==> src/rtl/emc_pkg.sv <==
// Shared types, widths and constants for the millisecond-to-calendar converter.
// No dependencies; emc_front, emc_back and the top level import this package.
package emc_pkg;

  // Parameter defaults
  localparam int EPOCH_YEAR_DEF       = 2000;
  localparam int SPAN_YEARS_DEF       = 64;
  localparam int EPOCH_DAY_OFFSET_DEF = 10957;

  // Field widths
  localparam int MILLIS_W = 47;
  localparam int YEAR_W   = 12;
  localparam int MONTH_W  = 4;
  localparam int MDAY_W   = 5;
  localparam int HOUR_W   = 5;
  localparam int MINUTE_W = 6;
  localparam int SECOND_W = 6;
  localparam int MSEC_W   = 10;

  // Internal widths
  localparam int DAY_W    = 21;  // whole days since 1970 for any 47-bit count
  localparam int DAYPOS_W = 17;  // day position from the leap-aligned base year
  localparam int DOY_W    = 9;   // day of year, 0..365

  // Odd factors of the time divisors: 1000 = 8*125, 86400 = 128*675,
  // 3600 = 16*225, 60 = 4*15
  localparam int DIV_MSEC   = 125;
  localparam int DIV_DAY    = 675;
  localparam int DIV_HOUR   = 225;
  localparam int DIV_MINUTE = 15;

  localparam int DAYS_CYCLE  = 1461;  // four years, first one leap
  localparam int DAYS_LEAP   = 366;
  localparam int DAYS_COMMON = 365;

  localparam int QUEUE_DEPTH = 4;

  localparam int MONTHS = 12;

  // First day of each month, zero-based day of year
  localparam logic [DOY_W-1:0] MONTH_START_COMMON [MONTHS] =
    '{9'd0, 9'd31, 9'd59, 9'd90, 9'd120, 9'd151,
      9'd181, 9'd212, 9'd243, 9'd273, 9'd304, 9'd334};
  localparam logic [DOY_W-1:0] MONTH_START_LEAP [MONTHS] =
    '{9'd0, 9'd31, 9'd60, 9'd91, 9'd121, 9'd152,
      9'd182, 9'd213, 9'd244, 9'd274, 9'd305, 9'd335};

  // Beat moved from the front end through the queue to the back end
  typedef struct packed {
    logic                oor;
    logic [DAYPOS_W-1:0] day_pos;
    logic [HOUR_W-1:0]   hour;
    logic [MINUTE_W-1:0] minute;
    logic [SECOND_W-1:0] second;
    logic [MSEC_W-1:0]   millisecond;
  } item_t;

  function automatic logic [DOY_W-1:0] month_start(input logic leap,
                                                   input logic [MONTH_W-1:0] m);
    month_start = leap ? MONTH_START_LEAP[m] : MONTH_START_COMMON[m];
  endfunction

endpackage

==> src/rtl/emc_cdiv.sv <==
// Two-stage divider by a constant: reciprocal multiply, then one correction step.
// No package dependency; instantiated by emc_front and emc_back.
module emc_cdiv #(
  parameter int XW  = 16,
  parameter int QW  = 8,
  parameter int DIV = 10,
  parameter int SW  = 1
) (
  input  logic                    clk_i,
  input  logic                    en_i,
  input  logic [XW-1:0]           x_i,
  input  logic [SW-1:0]           side_i,
  output logic [QW-1:0]           q_o,
  output logic [$clog2(DIV)-1:0]  r_o,
  output logic [SW-1:0]           side_o
);

  localparam int RW = $clog2(DIV);
  localparam longint unsigned Recip = (64'd1 << XW) / DIV;

  logic [XW+QW-1:0] prod;
  logic [XW-1:0]    x_q;
  logic [QW-1:0]    qe_q;
  logic [SW-1:0]    side_q;
  logic [RW:0]      rem_full;
  logic [QW-1:0]    q_q;
  logic [RW-1:0]    r_q;
  logic [SW-1:0]    side2_q;

  // Estimate is the true quotient or one below it
  assign prod = (XW+QW)'(x_i) * (XW+QW)'(QW'(Recip));

  always_ff @(posedge clk_i) begin
    if (en_i) begin
      x_q    <= x_i;
      qe_q   <= prod[XW+QW-1:XW];
      side_q <= side_i;
    end
  end

  assign rem_full = (RW+1)'(x_q - XW'(qe_q) * XW'(DIV));

  always_ff @(posedge clk_i) begin
    if (en_i) begin
      side2_q <= side_q;
      if (rem_full >= (RW+1)'(DIV)) begin
        q_q <= qe_q + QW'(1);
        r_q <= RW'(rem_full - (RW+1)'(DIV));
      end else begin
        q_q <= qe_q;
        r_q <= RW'(rem_full);
      end
    end
  end

  assign q_o    = q_q;
  assign r_o    = r_q;
  assign side_o = side2_q;

endmodule

==> src/rtl/emc_front.sv <==
// Front end: accept a millisecond count, split it into days and time of day,
// classify the day against the span. Depends on emc_pkg and emc_cdiv.
module emc_front #(
  parameter int EPOCH_YEAR       = emc_pkg::EPOCH_YEAR_DEF,
  parameter int SPAN_YEARS       = emc_pkg::SPAN_YEARS_DEF,
  parameter int EPOCH_DAY_OFFSET = emc_pkg::EPOCH_DAY_OFFSET_DEF
) (
  input  logic                         clk_i,
  input  logic                         rst_ni,
  input  logic                         in_valid_i,
  output logic                         in_ready_o,
  input  logic [emc_pkg::MILLIS_W-1:0] epoch_millis_i,
  output logic                         item_valid_o,
  input  logic                         item_ready_i,
  output emc_pkg::item_t               item_o
);
  import emc_pkg::*;

  localparam int Stages    = 11;
  localparam int Phase     = EPOCH_YEAR % 4;
  localparam int PreDays   = DAYS_COMMON * Phase + ((Phase > 0) ? 1 : 0);
  localparam int BaseSpan  = Phase + SPAN_YEARS;
  localparam int SpanDays  = DAYS_COMMON * BaseSpan + (BaseSpan + 3) / 4 - PreDays;

  logic [Stages-1:0] vld_q;
  logic              adv;

  // Whole chain moves together; hold only when the last stage cannot drain
  assign adv          = !vld_q[Stages-1] || item_ready_i;
  assign in_ready_o   = adv;
  assign item_valid_o = vld_q[Stages-1];

  always_ff @(posedge clk_i or negedge rst_ni) begin
    if (!rst_ni) begin
      vld_q <= '0;
    end else if (adv) begin
      vld_q <= {vld_q[Stages-2:0], in_valid_i};
    end
  end

  // Milliseconds: t/1000 = (t>>3)/125, high half of t>>3 first
  logic [15:0] qa;
  logic [6:0]  ra;
  logic [24:0] sa;

  emc_cdiv #(.XW(22), .QW(16), .DIV(DIV_MSEC), .SW(25)) u_div_ms_hi (
    .clk_i, .en_i(adv), .x_i(epoch_millis_i[46:25]), .side_i(epoch_millis_i[24:0]),
    .q_o(qa), .r_o(ra), .side_o(sa)
  );

  logic [22:0] qb;
  logic [6:0]  rb;
  logic [18:0] sb;

  emc_cdiv #(.XW(29), .QW(23), .DIV(DIV_MSEC), .SW(19)) u_div_ms_lo (
    .clk_i, .en_i(adv), .x_i({ra, sa[24:3]}), .side_i({qa, sa[2:0]}),
    .q_o(qb), .r_o(rb), .side_o(sb)
  );

  logic [37:0]       secs;
  logic [MSEC_W-1:0] ms_b;

  assign secs = {sb[18:3], qb[21:0]};
  assign ms_b = {rb, sb[2:0]};

  // Days: secs/86400 = (secs>>7)/675
  logic [21:0] qc;
  logic [9:0]  rc;
  logic [16:0] sc;

  emc_cdiv #(.XW(31), .QW(22), .DIV(DIV_DAY), .SW(17)) u_div_day (
    .clk_i, .en_i(adv), .x_i(secs[37:7]), .side_i({secs[6:0], ms_b}),
    .q_o(qc), .r_o(rc), .side_o(sc)
  );

  logic [DAY_W-1:0]    day;
  logic [DAY_W-1:0]    day_rel;
  logic                oor_d;
  logic [DAYPOS_W-1:0] dpos_d;
  logic                oor_q;
  logic [DAYPOS_W-1:0] dpos_q;
  logic [16:0]         sod_q;
  logic [MSEC_W-1:0]   ms_q;

  assign day     = qc[DAY_W-1:0];
  assign day_rel = day - DAY_W'(EPOCH_DAY_OFFSET);
  assign oor_d   = (day < DAY_W'(EPOCH_DAY_OFFSET)) || (day_rel >= DAY_W'(SpanDays));
  assign dpos_d  = day_rel[DAYPOS_W-1:0] + DAYPOS_W'(PreDays);

  always_ff @(posedge clk_i) begin
    if (adv) begin
      oor_q  <= oor_d;
      dpos_q <= dpos_d;
      sod_q  <= {rc, sc[16:10]};
      ms_q   <= sc[9:0];
    end
  end

  // Hour: sod/3600 = (sod>>4)/225
  logic [5:0]  qd;
  logic [7:0]  rd;
  logic [31:0] sd;

  emc_cdiv #(.XW(13), .QW(6), .DIV(DIV_HOUR), .SW(32)) u_div_hour (
    .clk_i, .en_i(adv), .x_i(sod_q[16:4]), .side_i({oor_q, dpos_q, sod_q[3:0], ms_q}),
    .q_o(qd), .r_o(rd), .side_o(sd)
  );

  logic [11:0] r3600;
  assign r3600 = {rd, sd[13:10]};

  // Minute and second: r/60 = (r>>2)/15
  logic [6:0]  qe;
  logic [3:0]  re;
  logic [34:0] se;

  emc_cdiv #(.XW(10), .QW(7), .DIV(DIV_MINUTE), .SW(35)) u_div_min (
    .clk_i, .en_i(adv), .x_i(r3600[11:2]),
    .side_i({sd[31], sd[30:14], qd[HOUR_W-1:0], r3600[1:0], sd[9:0]}),
    .q_o(qe), .r_o(re), .side_o(se)
  );

  assign item_o.oor         = se[34];
  assign item_o.day_pos     = se[33:17];
  assign item_o.hour        = se[16:12];
  assign item_o.minute      = qe[MINUTE_W-1:0];
  assign item_o.second      = {re, se[11:10]};
  assign item_o.millisecond = se[9:0];

endmodule

==> src/rtl/emc_fifo.sv <==
// Short register queue that parts the front end from the back end.
// No package dependency.
module emc_fifo #(
  parameter int W     = 8,
  parameter int DEPTH = 4
) (
  input  logic         clk_i,
  input  logic         rst_ni,
  input  logic         push_i,
  input  logic [W-1:0] data_i,
  output logic         full_o,
  input  logic         pop_i,
  output logic [W-1:0] data_o,
  output logic         empty_o
);

  localparam int PW = $clog2(DEPTH);
  localparam int CW = $clog2(DEPTH + 1);

  logic [W-1:0]  mem_q [DEPTH];
  logic [PW-1:0] wr_q, rd_q;
  logic [CW-1:0] cnt_q;

  assign full_o  = (cnt_q == CW'(DEPTH));
  assign empty_o = (cnt_q == '0);
  assign data_o  = mem_q[rd_q];

  always_ff @(posedge clk_i) begin
    if (push_i) begin
      mem_q[wr_q] <= data_i;
    end
  end

  always_ff @(posedge clk_i or negedge rst_ni) begin
    if (!rst_ni) begin
      wr_q  <= '0;
      rd_q  <= '0;
      cnt_q <= '0;
    end else begin
      if (push_i) begin
        wr_q <= (wr_q == PW'(DEPTH - 1)) ? '0 : wr_q + PW'(1);
      end
      if (pop_i) begin
        rd_q <= (rd_q == PW'(DEPTH - 1)) ? '0 : rd_q + PW'(1);
      end
      if (push_i && !pop_i) begin
        cnt_q <= cnt_q + CW'(1);
      end else if (pop_i && !push_i) begin
        cnt_q <= cnt_q - CW'(1);
      end
    end
  end

`ifndef SYNTH
  a_no_push_full: assert property (@(posedge clk_i) disable iff (!rst_ni)
    push_i |-> !full_o) else $error("push into a full queue");
  a_no_pop_empty: assert property (@(posedge clk_i) disable iff (!rst_ni)
    pop_i |-> !empty_o) else $error("pop from an empty queue");
  a_cnt_bound: assert property (@(posedge clk_i) disable iff (!rst_ni)
    cnt_q <= CW'(DEPTH)) else $error("queue count beyond depth");
`endif

endmodule

==> src/rtl/emc_back.sv <==
// Back end: turn the day position into year, month and day, register the result.
// Depends on emc_pkg and emc_cdiv.
module emc_back #(
  parameter int EPOCH_YEAR = emc_pkg::EPOCH_YEAR_DEF
) (
  input  logic                         clk_i,
  input  logic                         rst_ni,
  input  logic                         item_valid_i,
  output logic                         item_ready_o,
  input  emc_pkg::item_t               item_i,
  output logic                         out_valid_o,
  input  logic                         out_ready_i,
  output logic                         out_of_range_o,
  output logic [emc_pkg::YEAR_W-1:0]   year_o,
  output logic [emc_pkg::MONTH_W-1:0]  month_o,
  output logic [emc_pkg::MDAY_W-1:0]   day_of_month_o,
  output logic [emc_pkg::HOUR_W-1:0]   hour_o,
  output logic [emc_pkg::MINUTE_W-1:0] minute_o,
  output logic [emc_pkg::SECOND_W-1:0] second_o,
  output logic [emc_pkg::MSEC_W-1:0]   millisecond_o
);
  import emc_pkg::*;

  localparam int BaseYear = EPOCH_YEAR - EPOCH_YEAR % 4;
  localparam int TimeW    = HOUR_W + MINUTE_W + SECOND_W + MSEC_W;

  logic [2:0] vb_q;
  logic       out_valid_q;
  logic       adv;

  assign adv          = !out_valid_q || out_ready_i;
  assign item_ready_o = adv;
  assign out_valid_o  = out_valid_q;

  always_ff @(posedge clk_i or negedge rst_ni) begin
    if (!rst_ni) begin
      vb_q        <= '0;
      out_valid_q <= 1'b0;
    end else if (adv) begin
      vb_q        <= {vb_q[1:0], item_valid_i};
      out_valid_q <= vb_q[2];
    end
  end

  // Four-year cycles from the leap-aligned base year
  logic [6:0]       cyc;
  logic [10:0]      rcy;
  logic [TimeW:0]   sf;

  emc_cdiv #(.XW(DAYPOS_W), .QW(7), .DIV(DAYS_CYCLE), .SW(TimeW + 1)) u_div_cycle (
    .clk_i, .en_i(adv), .x_i(item_i.day_pos),
    .side_i({item_i.oor, item_i.hour, item_i.minute, item_i.second, item_i.millisecond}),
    .q_o(cyc), .r_o(rcy), .side_o(sf)
  );

  logic [1:0]        yi;
  logic [DOY_W-1:0]  doy_d;
  logic [YEAR_W-1:0] year_d;
  logic              leap_d;
  logic              oor_q;
  logic [YEAR_W-1:0] year_q;
  logic [DOY_W-1:0]  doy_q;
  logic              leap_q;
  logic [TimeW-1:0]  time_q;

  // Pick the year inside the cycle; out of range falls back to the first day
  always_comb begin
    if (rcy < 11'(DAYS_LEAP)) begin
      yi    = 2'd0;
      doy_d = DOY_W'(rcy);
    end else if (rcy < 11'(DAYS_LEAP + DAYS_COMMON)) begin
      yi    = 2'd1;
      doy_d = DOY_W'(rcy - 11'(DAYS_LEAP));
    end else if (rcy < 11'(DAYS_LEAP + 2 * DAYS_COMMON)) begin
      yi    = 2'd2;
      doy_d = DOY_W'(rcy - 11'(DAYS_LEAP + DAYS_COMMON));
    end else begin
      yi    = 2'd3;
      doy_d = DOY_W'(rcy - 11'(DAYS_LEAP + 2 * DAYS_COMMON));
    end
    leap_d = (yi == 2'd0);
    year_d = YEAR_W'(BaseYear) + YEAR_W'({cyc, 2'b00}) + YEAR_W'(yi);
    if (sf[TimeW]) begin
      year_d = YEAR_W'(EPOCH_YEAR);
      doy_d  = '0;
      leap_d = 1'b0;
    end
  end

  always_ff @(posedge clk_i) begin
    if (adv) begin
      oor_q  <= sf[TimeW];
      year_q <= year_d;
      doy_q  <= doy_d;
      leap_q <= leap_d;
      time_q <= sf[TimeW-1:0];
    end
  end

  logic [MONTH_W-1:0] mon;
  logic [MDAY_W-1:0]  mday;

  always_comb begin
    mon = '0;
    for (int k = 1; k < MONTHS; k++) begin
      if (doy_q >= month_start(leap_q, MONTH_W'(k))) begin
        mon = MONTH_W'(k);
      end
    end
    mday = MDAY_W'(doy_q - month_start(leap_q, mon) + DOY_W'(1));
  end

  always_ff @(posedge clk_i) begin
    if (adv) begin
      out_of_range_o <= oor_q;
      year_o         <= year_q;
      month_o        <= mon + MONTH_W'(1);
      day_of_month_o <= mday;
      hour_o         <= time_q[TimeW-1 -: HOUR_W];
      minute_o       <= time_q[SECOND_W+MSEC_W +: MINUTE_W];
      second_o       <= time_q[MSEC_W +: SECOND_W];
      millisecond_o  <= time_q[MSEC_W-1:0];
    end
  end

`ifndef SYNTH
  a_oor_default: assert property (@(posedge clk_i) disable iff (!rst_ni)
    out_valid_o && out_of_range_o |-> year_o == YEAR_W'(EPOCH_YEAR) &&
    month_o == MONTH_W'(1) && day_of_month_o == MDAY_W'(1))
    else $error("out-of-range date is not the first epoch day");
  a_month_range: assert property (@(posedge clk_i) disable iff (!rst_ni)
    out_valid_o |-> month_o >= MONTH_W'(1) && month_o <= MONTH_W'(12))
    else $error("month outside 1..12");
  a_feb_len: assert property (@(posedge clk_i) disable iff (!rst_ni)
    out_valid_o && month_o == MONTH_W'(2) |-> day_of_month_o <= MDAY_W'(29) &&
    day_of_month_o >= MDAY_W'(1))
    else $error("February day out of range");
`endif

endmodule

==> src/rtl/epoch_msec_to_calendar.sv <==
// Top level of the millisecond-count to calendar date and time converter.
// Depends on emc_pkg, emc_cdiv, emc_front, emc_fifo and emc_back.
//
//   channel | handshake              | payload
//   --------+------------------------+----------------------------------------
//   in      | in_valid_i / in_ready_o  | epoch_millis_i
//   out     | out_valid_o/out_ready_i  | out_of_range_o, year_o, month_o,
//           |                        | day_of_month_o, hour_o, minute_o,
//           |                        | second_o, millisecond_o
//
// One beat in per cycle, one beat out per cycle, sustained while the output is not stalled.
// The path holds eleven front stages (five constant dividers of two
// stages each plus the range check), one queue slot, four back stages.
// Reset clears the stage valid bits and the queue pointers and count; nothing else.
// A stall at the output holds the output register and the back stages, the
// four-entry queue fills, and only then does in_ready_o drop.
module epoch_msec_to_calendar #(
  parameter int EPOCH_YEAR       = emc_pkg::EPOCH_YEAR_DEF,
  parameter int SPAN_YEARS       = emc_pkg::SPAN_YEARS_DEF,
  parameter int EPOCH_DAY_OFFSET = emc_pkg::EPOCH_DAY_OFFSET_DEF
) (
  input  logic                         clk_i,
  input  logic                         rst_ni,
  input  logic                         in_valid_i,
  output logic                         in_ready_o,
  input  logic [emc_pkg::MILLIS_W-1:0] epoch_millis_i,
  output logic                         out_valid_o,
  input  logic                         out_ready_i,
  output logic                         out_of_range_o,
  output logic [emc_pkg::YEAR_W-1:0]   year_o,
  output logic [emc_pkg::MONTH_W-1:0]  month_o,
  output logic [emc_pkg::MDAY_W-1:0]   day_of_month_o,
  output logic [emc_pkg::HOUR_W-1:0]   hour_o,
  output logic [emc_pkg::MINUTE_W-1:0] minute_o,
  output logic [emc_pkg::SECOND_W-1:0] second_o,
  output logic [emc_pkg::MSEC_W-1:0]   millisecond_o
);
  import emc_pkg::*;

  // Front end to queue
  item_t front_item;
  logic  front_valid;
  logic  q_full;
  logic  q_push;

  // Queue to back end
  item_t back_item;
  logic  q_empty;
  logic  back_ready;
  logic  q_pop;

  emc_front #(
    .EPOCH_YEAR      (EPOCH_YEAR),
    .SPAN_YEARS      (SPAN_YEARS),
    .EPOCH_DAY_OFFSET(EPOCH_DAY_OFFSET)
  ) u_front (
    .clk_i,
    .rst_ni,
    .in_valid_i,
    .in_ready_o,
    .epoch_millis_i,
    .item_valid_o(front_valid),
    .item_ready_i(!q_full),
    .item_o      (front_item)
  );

  // Push only what the queue can hold; drain whenever the back end advances
  assign q_push = front_valid && !q_full;
  assign q_pop  = back_ready && !q_empty;

  emc_fifo #(
    .W    ($bits(item_t)),
    .DEPTH(QUEUE_DEPTH)
  ) u_queue (
    .clk_i,
    .rst_ni,
    .push_i (q_push),
    .data_i (front_item),
    .full_o (q_full),
    .pop_i  (q_pop),
    .data_o (back_item),
    .empty_o(q_empty)
  );

  emc_back #(
    .EPOCH_YEAR(EPOCH_YEAR)
  ) u_back (
    .clk_i,
    .rst_ni,
    .item_valid_i(!q_empty),
    .item_ready_o(back_ready),
    .item_i      (back_item),
    .out_valid_o,
    .out_ready_i,
    .out_of_range_o,
    .year_o,
    .month_o,
    .day_of_month_o,
    .hour_o,
    .minute_o,
    .second_o,
    .millisecond_o
  );

endmodule
==> config.mk <==
export PLATFORM = sky130hd
export DESIGN_NAME = epoch_msec_to_calendar
export DESIGN_NICKNAME = d
export VERILOG_FILES = /design/src/rtl/emc_pkg.sv /design/src/rtl/emc_cdiv.sv /design/src/rtl/emc_front.sv /design/src/rtl/emc_fifo.sv /design/src/rtl/emc_back.sv /design/src/rtl/epoch_msec_to_calendar.sv
export SDC_FILE = /design/constraint.sdc
export NUM_CORES = 2
export LEC_CHECK = 0
export BUFFER_PORTS_ARGS = -buffer_cell sky130_fd_sc_hd__buf_2
export CORE_UTILIZATION = 35
export DETAILED_ROUTE_END_ITERATION = 8
export GPL_ROUTABILITY_DRIVEN = 0
export PLACE_DENSITY = 0.49
export SLEW_MARGIN = 20
export SYNTH_ARGS = -nofsm -noshare
export SYNTH_HDL_FRONTEND = slang
export SYNTH_SLANG_ARGS = --single-unit
==> constraint.sdc <==
create_clock -name clk_i -period 17.05 [get_ports clk_i]
set_input_delay 3.41 -clock clk_i [delete_from_list [all_inputs] [get_ports clk_i]]
set_output_delay 3.41 -clock clk_i [all_outputs]
set_load 0.01 [all_outputs]
==> results_dict.tcl <==
set metrics [dict create \
    syn_inst 4907 \
    postCtsSetupBuffers 0 \
    finalSetupTns_ns 0 \
    syn_nets 6486 \
    period_share_pct 50.6 \
    synth-seq-cells 913 \
    final_cell_mix "inv_1 (1074), ha_1 (1011), edfxtp_1 (891)" \
    postCtsHoldBufs 0 \
    endpoint_kind "register" \
    synth_ff_type "edfxtp_1" \
    synth_edf_count 891 \
    portBuffers 101 \
    clk_path_buf_depth 3 \
    die_h_um 429 \
    synth_compound_area_share_pct 4.64 \
    ys_seq_area_share_pct 42.7 \
    worstPathArrival_ns 9.09 \
    synth_area_um2 63900 \
    yosysWarnings 0 \
    crit_buf_inv 3 \
    area_delta_synth_final_pct 10.8 \
    grt_overflow 0 \
    fin_skew_ns 0.0448 \
    nFillCells 17355 \
    cp-start-kind "input pin" \
    num_io_pins 102 \
    cts_tree "yes" \
    clock_latency_ns 0.72 \
    clock-sinks 913 \
    cts_resized 0 \
    fin_util_pct 39.1 \
    cp_common_cell "ha_1" \
    rows 156 \
    vias 34114 \
    synth.avg_cell_area_um2 13.0 \
    synth_xor_area_share_pct 4.01 \
    antenna_found_initial 0 \
    seq_area_um2 27300 \
    grtUsageTotal_pct 12.8 \
    fmax_mhz 116 \
    die_x_um 429 \
    worstMarginPinSlew_ns 1.17 \
    cp_max_fo 6 \
    start_util_pct 35.3 \
    path_cells "buf_2, ha_1, ha_1, fa_1, inv_1, fa_1, fa_1, inv_1, ha_1, ha_1, o21a_1, o21ai_0, a31oi_1, nor2b_1, a2111oi_0, nor3_1, a2111oi_2, o21bai_1, nand2_1, xnor2_1" \
    final_layout_size_suffix_gt1_share_pct 7.03 \
    run_status "finished, final reports clean" \
    final.min_clock_period_ns 8.64 \
    wirelength_mm 114 \
    yosys.area_share.simple_pct 4.20 \
    grt_max_degree 173 \
    path_clk_slew_ns 0.06 \
    drc 0 \
    hold_viol 0 \
    stdcell_count 7561 \
    nNetsFinal 6685 \
    final_max_slew_viol_count 0 \
    setup_ws_ns 8.41 \
    synthMuxAreaShare_pct 2.00 \
    dpl.cell_count 7371 \
    viasPerCell 4.51 \
    grt_pass1_wl_mm 191 \
    cts.htree.levels 3 \
    relSlewSlack_pct 20.1 \
    setup_viol 0 \
    clock-root-buffer "clkbuf_16" \
    synth_top_family_by_area "adder cells" \
    wl_per_cell_um 15.0 \
    grt_pass1_vias 36598 \
    die-area_um2 184000 \
    firstDrtPassIters 5 \
    cts_buffers 103 \
    async_reset_ff_share_pct 2.41 \
    pre_cts_slack_ns 7.68 \
    core_um2 181000 \
    cp_slowest_cell "a2111oi_0" \
    worstSetupPathType "input pin to register" \
    drt_iter0_drc 1178 \
    synthAdderAreaFrac_pct 36.0 \
    rsz0062_at_grt "no" \
    cp_top_family "adder cells" \
    critPathRequiredTime_ns 17.51 \
    critical-path-max-stage-delay_ns 1.00 \
    multi_input_area_um2 32500 \
    synth.distinct_cells 72 \
    cap_viol_max_count 0 \
    layout_commonest_cell "inv_1" \
    dp_hpwl_mm 85.1 \
    holdCritPathClass "register to register" \
    ant_nets 0 \
]
[logic make-up after synthesis]
family,Yosys count
AO/OA/AOI/OAI,456
buffers and inverters,1099
flip-flops,913
AND/OR/NAND/NOR,549
adder cells (fa/ha/maj),1528
XOR/XNOR,293
multiplexers,69
[per-layer routing]
metal	track usage (%)	up-vias	routed length, µm
met1	17.2	16633	54700
li1	-	17084	-
met3	1.98	128	3030
met5	0	-	0
met2	21.7	269	54100
met4	2.76	0	1980
[worst reg2reg max path, cell delays in order, from the launching register on]
cell       delay, ns
edfxtp_1        0.68
fa_1            0.53
ha_1            0.28
inv_1           0.05
fa_1            0.50
inv_1           0.05
fa_1            0.50
inv_1           0.05
fa_1            0.47
inv_1           0.05
fa_1            0.43
ha_1            0.29
ha_1            0.34
a21oi_1         0.15
o21ai_0         0.14
nor4_1          0.51
a2111oi_0       0.22
o31ai_1         0.54
o21ai_1         0.33
a21oi_1         0.28
o21ai_0         0.16
a21oi_1         0.20
xnor2_1         0.08
[path summary, 6_finish.rpt]
kind | start | end | slack [ns] | cells past startpoint
max in group asynchronous | rst_ni | u_queue.rd_q[0]$_DFFE_PN0P_ | 14.00 | 1
hold / removal | u_front.u_div_hour.side_o[31]$_DFFE_PP_ | u_front.u_div_min.side_q[34]$_DFFE_PP_ | 0.38 | 0
min in group asynchronous | rst_ni | u_back.out_valid_o$_DFFE_PN0P_ | 2.66 | 1
setup / recovery | epoch_millis_i[32] | u_front.u_div_ms_hi.qe_q[14]$_DFFE_PP_ | 8.41 | 20
hold reg to reg | u_front.u_div_hour.side_o[31]$_DFFE_PP_ | u_front.u_div_min.side_q[34]$_DFFE_PP_ | 0.38 | 0
setup reg to reg | u_front.u_div_ms_lo.q_o[13]$_DFFE_PP_ | u_front.u_div_day.qe_q[15]$_DFFE_PP_ | 9.96 | 22
[registers in the layout (all words and copies together) (netlist names), 21 cells and up]
signal	count
u_front.u_div_hour.side_q	32
u_front.u_div_min.side_o	35
u_queue.mem_q	180
u_front.u_div_ms_hi.side_q	25
u_back.time_q	27
u_front.u_div_ms_lo.q_o	22
u_front.u_div_ms_hi.side_o	25
u_front.u_div_min.side_q	35
u_front.u_div_day.q_o	21
u_front.u_div_hour.side_o	32
u_front.u_div_day.qe_q	21
u_back.u_div_cycle.side_o	28
u_back.u_div_cycle.side_q	28
u_front.u_div_ms_lo.qe_q	22
[layout make-up]
| class | count | area share (%) |
|---|---|---|
| Sequential cell | 913 | 38.6 |
| Clock buffer | 122 | 3.74 |
| Clock inverter | 67 | 0.998 |
| Timing Repair Buffer | 118 | 0.929 |
| Multi-Input combinational cell | 2895 | 45.9 |
| Tap cell | 2370 | 4.19 |
| Inverter | 1075 | 5.71 |
| Antenna cell | 1 | 0.00353 |
[cell usage after synthesis, types with 5 or more instances]
cell / instances / area share (%)
a2111oi_0: 6 / 0.082
a211o_1: 5 / 0.068
a211oi_1: 18 / 0.21
a21boi_0: 12 / 0.14
a21o_1: 55 / 0.65
a21oi_1: 120 / 0.94
a31oi_1: 15 / 0.15
a41oi_1: 5 / 0.068
and2_1: 16 / 0.16
and3_1: 23 / 0.23
buf_1: 6 / 0.035
clkbuf_1: 13 / 0.076
dfrtp_1: 22 / 0.86
edfxtp_1: 891 / 42
fa_1: 517 / 16
ha_1: 1011 / 20
inv_1: 1075 / 6.3
mux2_2: 20 / 0.35
mux4_2: 45 / 1.6
nand2_1: 121 / 0.71
nand2b_1: 32 / 0.31
nand3_1: 40 / 0.31
nand3b_1: 6 / 0.070
nand4_1: 26 / 0.25
nor2_1: 148 / 0.87
nor2b_1: 28 / 0.27
nor3_1: 51 / 0.40
nor3b_1: 6 / 0.070
nor4_1: 13 / 0.13
o211ai_1: 15 / 0.18
o21a_1: 32 / 0.38
o21ai_0: 103 / 0.81
o21bai_1: 11 / 0.13
o22ai_1: 5 / 0.049
o31a_1: 6 / 0.082
o31ai_1: 5 / 0.059
or2_2: 15 / 0.15
or3_1: 13 / 0.13
xnor2_1: 187 / 2.6
xor2_1: 106 / 1.5
[through the flow]
step | hold WS (ns) | area, µm²
finish | 0.381 | 70800
global route | 0.382 | 70800
CTS | 0.369 | 70800
detailed placement | 0.405 | 67500
global placement | 0.400 | 67500
floorplan | 0.400 | 63900
Power is not shown: default switching activity piles up to over one toggle a cycle in this logic, so the estimate is an artifact.
